`config.mk`:
```
export PLATFORM = sky130hd
export DESIGN_NAME = sts_search_eng
export DESIGN_NICKNAME = d
export VERILOG_FILES = /design/src/rtl/sts_pkg.sv /design/src/rtl/sts_search_eng.sv
export SDC_FILE = /design/constraint.sdc
export NUM_CORES = 1
export LEC_CHECK = 0
export BUFFER_PORTS_ARGS = -buffer_cell sky130_fd_sc_hd__buf_2
export CAP_MARGIN = 10
export CORE_ASPECT_RATIO = 1.5
export CORE_UTILIZATION = 57
export DETAILED_ROUTE_END_ITERATION = 10
export PLACE_DENSITY = 0.87
export SKIP_LAST_GASP = 1
export SLEW_MARGIN = 20
export SYNTH_ARGS = -nofsm -noshare
export SYNTH_HDL_FRONTEND = slang
export SYNTH_SLANG_ARGS = --single-unit
```
`constraint.sdc`:
```
create_clock -name clock -period 13 [get_ports clock]
set_clock_uncertainty 0.15 [all_clocks]
set_input_delay 1.95 -clock clock [delete_from_list [all_inputs] [get_ports clock]]
set_output_delay 1.95 -clock clock [all_outputs]
set_load 0.02 [all_outputs]
```
`src/rtl/sts_pkg.sv`:
```
`timescale 1ns / 1ps
// ----------------------------------------------------------------------------
// sts_pkg
// Shared types and codes for the sorted key table search block.
// ----------------------------------------------------------------------------
package sts_pkg;

   localparam int DEF_TABLE_DEPTH = 256;
   localparam int DEF_KEY_WIDTH   = 32;

   localparam int ENTRY_COUNT_W = 9;
   localparam int ENTRY_INDEX_W = 8;
   localparam int KEY_VALUE_W   = 32;
   localparam int POSITION_W    = 9;

   localparam int CSR_INDEX_W = 4;
   localparam int CSR_DATA_W  = 9;

   // register indexes
   localparam logic [CSR_INDEX_W-1:0] CSR_ENTRY_COUNT = 4'd0;
   localparam logic [CSR_INDEX_W-1:0] CSR_SIGNED_KEYS = 4'd1;

   // request modes
   localparam logic MODE_WRITE  = 1'b0;
   localparam logic MODE_SEARCH = 1'b1;

   typedef struct packed {
      logic                     mode;
      logic [ENTRY_INDEX_W-1:0] entry_index;
      logic [KEY_VALUE_W-1:0]   key_value;
   } req_type;

   typedef struct packed {
      logic                  found;
      logic [POSITION_W-1:0] position;
   } rsp_type;

   typedef struct packed {
      logic [ENTRY_COUNT_W-1:0] entry_count;
      logic                     signed_keys;
   } cfg_type;

endpackage

```
`src/rtl/sts_search_eng.sv`:
```
`timescale 1ns / 1ps
// ----------------------------------------------------------------------------
// sts_search_eng
// Request sequencer: table writes and lower-bound binary search, one probe
// per cycle against the key memory.
// ----------------------------------------------------------------------------
module sts_search_eng #(
   parameter int TABLE_DEPTH = 256,
   parameter int KEY_WIDTH   = 32,
   parameter int IDX_W       = 8,
   parameter int CNT_W       = 9
) (
   input  logic                 clock,
   input  logic                 reset,
   input  logic                 req_valid,
   output logic                 req_stall,
   input  sts_pkg::req_type     req_word,
   input  sts_pkg::cfg_type     cfg,
   input  logic                 res_ready,
   output logic                 res_valid,
   output sts_pkg::rsp_type     res_word,
   output logic                 mem_we,
   output logic [IDX_W-1:0]     mem_waddr,
   output logic [KEY_WIDTH-1:0] mem_wdata,
   output logic                 mem_re,
   output logic [IDX_W-1:0]     mem_raddr,
   input  logic [KEY_WIDTH-1:0] mem_rdata
);
   import sts_pkg::*;

   localparam int CMP_W = (CNT_W > ENTRY_COUNT_W) ? CNT_W : ENTRY_COUNT_W;

   typedef enum logic [2:0] {
      ST_IDLE  = 3'b001,
      ST_PROBE = 3'b010,
      ST_FINAL = 3'b100
   } state_type;

   state_type            state_ff, state_in;
   logic [CNT_W-1:0]     lo_ff, lo_in;
   logic [CNT_W-1:0]     len_ff, len_in;
   logic [CNT_W-1:0]     count_ff, count_in;
   logic [KEY_WIDTH-1:0] target_ff, target_in;
   logic                 inrange_ff, inrange_in;

   logic [KEY_WIDTH-1:0] flip;
   logic [KEY_WIDTH-1:0] probe_key;
   logic [CNT_W-1:0]     count_c;
   logic [CNT_W-1:0]     half;
   logic [CNT_W-1:0]     probe;
   logic                 less;
   logic [CNT_W-1:0]     lo_n;
   logic [CNT_W-1:0]     len_n;
   logic                 lo_n_in_range;

   // order mapping: flip the sign bit so an unsigned compare works for both
   assign flip      = {cfg.signed_keys, {(KEY_WIDTH-1){1'b0}}};
   assign probe_key = mem_rdata ^ flip;

   assign count_c = (CMP_W'(cfg.entry_count) > CMP_W'(TABLE_DEPTH))
                    ? CNT_W'(TABLE_DEPTH) : CNT_W'(cfg.entry_count);

   // both outcomes of the probe are prepared; the compare only selects
   assign half  = len_ff >> 1;
   assign probe = lo_ff + half;
   assign less  = probe_key < target_ff;
   assign lo_n  = less ? (probe + CNT_W'(1)) : lo_ff;
   assign len_n = less ? (len_ff - half - CNT_W'(1)) : half;
   assign lo_n_in_range = lo_n < count_ff;

   assign req_stall = (state_ff != ST_IDLE);
   assign mem_waddr = IDX_W'(req_word.entry_index);
   assign mem_wdata = KEY_WIDTH'(req_word.key_value);

   always_comb begin
      state_in   = state_ff;
      lo_in      = lo_ff;
      len_in     = len_ff;
      count_in   = count_ff;
      target_in  = target_ff;
      inrange_in = inrange_ff;
      mem_we     = 1'b0;
      mem_re     = 1'b0;
      mem_raddr  = IDX_W'(lo_n + (len_n >> 1));
      res_valid  = 1'b0;
      res_word.found    = inrange_ff && ((mem_rdata ^ flip) == target_ff);
      res_word.position = POSITION_W'(lo_ff);

      unique case (state_ff)
         ST_IDLE: begin
            if (req_valid) begin
               if (req_word.mode == MODE_WRITE) begin
                  mem_we = 32'(req_word.entry_index) < 32'(TABLE_DEPTH);
               end else begin
                  target_in = KEY_WIDTH'(req_word.key_value) ^ flip;
                  lo_in     = '0;
                  len_in    = count_c;
                  count_in  = count_c;
                  if (count_c == '0) begin
                     inrange_in = 1'b0;
                     state_in   = ST_FINAL;
                  end else begin
                     mem_re    = 1'b1;
                     mem_raddr = IDX_W'(count_c >> 1);
                     state_in  = ST_PROBE;
                  end
               end
            end
         end
         ST_PROBE: begin
            lo_in  = lo_n;
            len_in = len_n;
            if (len_n == '0) begin
               // last step: fetch the entry at the bound for the match test
               mem_re     = lo_n_in_range;
               mem_raddr  = IDX_W'(lo_n);
               inrange_in = lo_n_in_range;
               state_in   = ST_FINAL;
            end else begin
               mem_re = 1'b1;
            end
         end
         ST_FINAL: begin
            res_valid = 1'b1;
            if (res_ready) begin
               state_in = ST_IDLE;
            end
         end
         default: begin
            state_in = ST_IDLE;
         end
      endcase
   end

   always_ff @(posedge clock) begin
      if (reset) begin
         state_ff <= ST_IDLE;
      end else begin
         state_ff <= state_in;
      end
   end

   always_ff @(posedge clock) begin
      lo_ff      <= lo_in;
      len_ff     <= len_in;
      count_ff   <= count_in;
      target_ff  <= target_in;
      inrange_ff <= inrange_in;
   end

endmodule

```
== Word-level counts from Yosys, hierarchy flattened ==
Cells that the tools add are included.

* Equality and inequality tests: 10
* Reductions and logical operators: 8
* Magnitude comparators: 3
* Add/sub/neg operators: 5
* Bitwise gates (word level): 2
* Mux-type cells: 34

{| class="wikitable"
|+ Operator list
! operator !! number
|-
| $xor A32 B32 Y32 || 2
|-
| $mux W9 || 7
|-
| $pmux W9 S2 || 2
|-
| $eq A32 B32 Y1 || 1
|-
| $lt A32 B32 Y1 || 1
|-
| $mux W8 || 4
|-
| $logic_not A9 Y1 || 2
|-
| $pmux W8 S2 || 1
|-
| $mux W3 || 5
|-
| $mux W1 || 12
|-
| $ne A2 B2 Y1 const B || 5
|-
| $add A9 B1 Y9 const B || 1
|-
| $add A9 B8 Y9 || 1
|-
| $gt A9 B9 Y1 const B || 1
|-
| $lt A9 B9 Y1 || 1
|-
| $pmux W3 S3 || 1
|-
| $sub A9 B1 Y9 const B || 1
|-
| $sub A9 B8 Y9 || 1
|-
| $add A8 B8 Y8 || 1
|-
| $reduce_and A3 Y1 || 2
|-
| $reduce_and A5 Y1 || 1
|-
| $pmux W1 S2 || 2
|-
| $reduce_and A4 Y1 || 1
|-
| $eq A3 B1 Y1 const B || 1
|-
| 5 further kinds || 5
|}

* Input bits: 87
* Word-level logic and storage cells: 68
* Bits in registers: 63
* Output and inout port bits: 62

== Logic depth before layout (Yosys ltp) ==
* Depth after elaboration: 8
* Mapped depth: 22
* Depth with buffers taken out: 20

== Worst setup path after synthesis ==
OpenSTA, ideal clock, no wires.

* Kind: input to output
* From: input port mem_rdata[14]
* To: output port mem_raddr[7]
* Setup slack: 4.584 ns
* Data required time: 10.900 ns
* Cell stages on the path: 18
* Arrival: 6.316 ns
* Buffers on the path: 1
* Path through: ha_1 -> nand4_1 -> or4_1 -> a21o_1 -> a41oi_4 -> nor2_2 -> buf_6 -> o21ai_0 -> inv_1 -> ha_1 -> a211oi_1 -> o21bai_1 -> a21o_1 -> and4_1 -> a311o_1 -> xor2_1 -> o2111a_1 -> or3_1

* Longest elaborated chain between the ends: 8
* Elaborated cells on any way between the ends: 11
* Classes of those cells: add/sub: 1; order compare: 1; mux: 7; bitwise: 1; reduce/logical: 1

{| class="wikitable"
|+ RTL lines
! element !! line !! source
|-
| start: declaration || sts_search_eng.sv:27 || <nowiki>input logic [KEY_WIDTH-1:0] mem_rdata</nowiki>
|-
| $xor A32 B32 Y32 (*) || sts_search_eng.sv:58 || <nowiki>assign probe_key = mem_rdata ^ flip;</nowiki>
|-
| $lt A32 B32 Y1 (*) || sts_search_eng.sv:66 || <nowiki>assign less = probe_key < target_ff;</nowiki>
|-
| $mux W9 (*) || sts_search_eng.sv:67 || <nowiki>assign lo_n = less ? (probe + CNT_W'(1)) : lo_ff;</nowiki>
|-
| net lo_n[1] || sts_search_eng.sv:52 || <nowiki>logic [CNT_W-1:0] lo_n;</nowiki>
|-
| $add A8 B8 Y8 (*) || sts_search_eng.sv:84 || <nowiki>mem_raddr = IDX_W'(lo_n + (len_n >> 1));</nowiki>
|-
| $mux W8 || sts_search_eng.sv:99 || <nowiki>if (count_c == '0) begin</nowiki>
|-
| $mux W8 || sts_search_eng.sv:92 || <nowiki>if (req_word.mode == MODE_WRITE) begin</nowiki>
|-
| $mux W8 || sts_search_eng.sv:91 || <nowiki>if (req_valid) begin</nowiki>
|-
| $pmux W8 S2 (*) || sts_search_eng.sv:89 || <nowiki>unique case (state_ff)</nowiki>
|-
| end: declaration || sts_search_eng.sv:26 || <nowiki>output logic [IDX_W-1:0] mem_raddr,</nowiki>
|}

The timed path passes the listed nets; every way through them passes the cells marked *.

== Worst setup path in the final report ==
Ends and elaborated chain as after synthesis.

==> results.yml <==
yosys:
  muxShareOfSynthArea_pct: 3.58
  yosysWarnings: 0
  yosysUniqueCellTypes: 63
  synth_top_cell_area_share_pct: 35.1
  synth_adder_area_share_pct: 16.8
  synth_top_family_by_area: "adder cells"
  synthArstFlopShare_pct: 0
  synthSimpleGateAreaFrac_pct: 15.0
  synth_edf_count: 60
  yosysTopAreaCell: "edfxtp_1"
  synth_area_um2: 5140
  yosys-top-cells-area: "edfxtp_1 (35%), ha_1 (15%), buf_4 (5.8%)"
  synth.most_common_cell: "ha_1"
  synthXorXnorAreaFrac_pct: 2.56
  synth_compound_area_share_pct: 14.7
  syn-num-nets: 686
  synth_common_cells: "ha_1 (62), edfxtp_1 (60), inv_1 (60), nand2_1 (41), buf_4 (40)"
  avgSynthCellArea_um2: 9.63
  synth-main-ff-cell: "edfxtp_1"
  synth_cells: 534
  ys_seq_area_share_pct: 36.2
  synth-seq-cells: 63
critical_path:
  r2r_start: "target_ff[13]"
  startpoint: "mem_rdata[14]"
  cp-end-kind: "primary output"
  crit_arrival_ps: 7020
  slowest_stage: "or4_1"
  r2r_setup_slack_ps: 8540
  worst-path-max-fanout: 20
  max_stage_delay_ps: 570
  start_kind: "input pin"
  setup.worst_path.class: "in -> out"
  required_ps: 10900
  crit_family: "compound AO/OA/AOI/OAI gates"
  path_cells: "buf_2 > ha_1 > nand4_1 > or4_1 > a21o_1 > a41oi_4 > nor2_2 > buf_4 > o21ai_0 > inv_1 > ha_1 > a211oi_1 > o21bai_1 > a21o_1 > and4_1 > a311o_1 > xor2_1 > o2111a_1 > or3_1 > buf_2"
  r2r_cells: 17
  worst-path-buf-inv: 4
  timing.rr.end: "inrange_ff"
place:
  place_congestion: 0.938
  dpl_cell_area_um2: 5620
  place_hpwl_mm: 10.4
  dp_slack_ps: 3910
  portBuffers: 132
die:
  core_area_um2: 8780
  ios: 149
  start_util_pct: 58.6
  dieArea_um2: 9410
  die_h_um: 118
  die_w_um: 79.5
  num_rows: 42
detailed_routing:
  drt_iter0_drc: 254
  wl_mm: 13.2
  detail_route.wl_per_cell_um: 17.6
  route.detailed.drc: 0
  vias_per_cell: 6.02
  ant_nets: 0
  drt_pass1_iterations: 4
  dr_total_vias: 4495
clock_tree:
  cts_setup_buffers: 0
  htree_levels: 3
  path_clk_slew_ps: 60
  cts_root_buf: "clkbuf_16"
  holdBufCountCts: 0
  cts_resized: 0
  numCtsBuffers: 9
  cts_tree: "done"
  cts_sinks: 63
  clk_path_buf_depth: 2
  clkLatencyLatePin_ps: 330
status:
  outcome: "finished, final reports clean"
global_routing:
  met3_usage_pct: 4.71
  groute.layer.met1.usage_pct: 28.4
  use_met2_pct: 52.6
  antenna_found_initial: 0
  grt-busiest-layer: "met2"
  grt_pass1_wl_mm: 20.1
  grt_pass1_vias: 4433
  grt_max_degree: 35
  track_usage_pct: 28.4
  overflow: 0
sta:
  hold_violations: 0
  max_freq_mhz: 110
  period_minus_slack_ps: 9120
  hold_slack_ps: 538
  setup_ws_ps: 3880
  finalSetupViolations: 0
  slew-limit-headroom_pct: 40.9
  worst_slew_pin_slew_ps: 884
  rsz0062_at_grt: "false"
  maxSlewViolCount: 0
  period_share_pct: 70.2
  tns_ps: 0
min_path:
  min_path_type: "reg -> reg"
  hold_depth: 2
  worstHoldStart: "state_ff[2]"
  whs_endpoint: "state_ff[0]"
cells_and_area:
  design_area_um2: 5960
  synthToLayoutAreaGrowth_pct: 15.9
  nFillCells: 678
  num_antenna_cells: 0
  drive_above_1_share_pct: 25.9
  finish.net_count: 784
power:
  seqPwrFrac_pct: 30.6
  power.clock.fraction_pct: 33.2
  p_comb_share_pct: 36.2
  leakagePower_nw: 2.80
  power_density_nw_per_um2: 134
  ir_drop_v: 0.0000906
  netSwitchingPower_uw: 268
  internal_power_uw: 527
  power_switching_share_pct: 33.8
run:
  max_cap_viol_count: 0
-- worst min-delay path: cells and delay by family, from the launching register on --
family | cells | cell delay, ps
DFF | 1 | 350
AOI/OAI and AO/OA | 1 | 180
and+or+nand+nor | 1 | 120
-- metrics by stage --
| step | cells | util [%] | total power [mW] |
|---|---|---|---|
| floorplan | 534 | - | 0.454 |
| global placement | 731 | 64.1 | 0.515 |
| detailed placement | 731 | 64.1 | 0.528 |
| CTS | 747 | 67.9 | 0.794 |
| global route | 747 | 67.9 | 0.832 |
| finish | 747 | 67.9 | 0.795 |
-- worst max path at each step --
stage | depth (start not counted) | slack, ps | end
after floorplan | 18 | 4580 | mem_raddr[7]
after global placement | 20 | 4040 | mem_raddr[7]
after detailed placement | 20 | 3910 | mem_raddr[7]
after CTS | 20 | 3900 | mem_raddr[7]
after global routing | 20 | 3530 | mem_raddr[7]
final | 20 | 3880 | mem_raddr[7]
-- power groups by stage --
stage / logic (mW) / registers (mW) / clock network (mW)
6_report: 0.288 / 0.243 / 0.264
5_1_grt: 0.314 / 0.244 / 0.274
4_1_cts: 0.285 / 0.243 / 0.266
3_5_place_dp: 0.280 / 0.247 / 0
3_3_place_gp: 0.269 / 0.247 / 0
2_1_floorplan: 0.208 / 0.246 / 0
-- cell type report --
type | count | area [um2] | share of cell area, %
Sequential cell | 63 | 1860 | 31.3
Inverter | 60 | 225 | 3.78
Clock inverter | 6 | 92.6 | 1.55
Clock buffer | 10 | 239 | 4.01
Tap cell | 110 | 138 | 2.31
Timing Repair Buffer | 136 | 691 | 11.6
Multi-Input combinational cell | 362 | 2710 | 45.5
-- layer usage --
| layer | share of wire [%] | vias to the layer above | wire length (um) |
|---|---|---|---|
| li1 | - | 2086 | - |
| met1 | 35 | 2106 | 4580 |
| met2 | 53 | 247 | 7010 |
| met3 | 6.8 | 56 | 901 |
| met4 | 5.0 | 0 | 664 |
| met5 | 0 | - | 0 |
-- kinds of logic (layout without fill, tap and decap cells) --
logic type,after synthesis,in the layout
AO/OA/AOI/OAI,115,115
AND/OR/NAND/NOR,148,148
buffers and inverters,109,212
multiplexers,16,16
adder cells (fa/ha/maj),68,68
flip-flops,63,63
XOR/XNOR,15,15
-- sequential cells by signal, indices dropped and copies added, names as in the netlist --
| name | cells |
|---|---|
| count_ff | 9 |
| inrange_ff | 1 |
| len_ff | 9 |
| lo_ff | 9 |
| state_ff | 3 |
| target_ff | 32 |
-- cell usage in the layout (no fill, tap or decap), types with 7 or more instances in the layout --
cell / instances
and2_1: 9
nor2b_1: 14
nand3_1: 8
buf_2: 132
o21ai_0: 31
xnor2_1: 9
nor2_1: 26
a21o_1: 10
nand2_1: 41
clkbuf_16: 9
mux2i_1: 9
inv_1: 60
a21oi_1: 30
ha_1: 62
nand4_1: 7
nor4_1: 8
edfxtp_1: 60
Note: power is estimated with default switching activity, not from simulation.
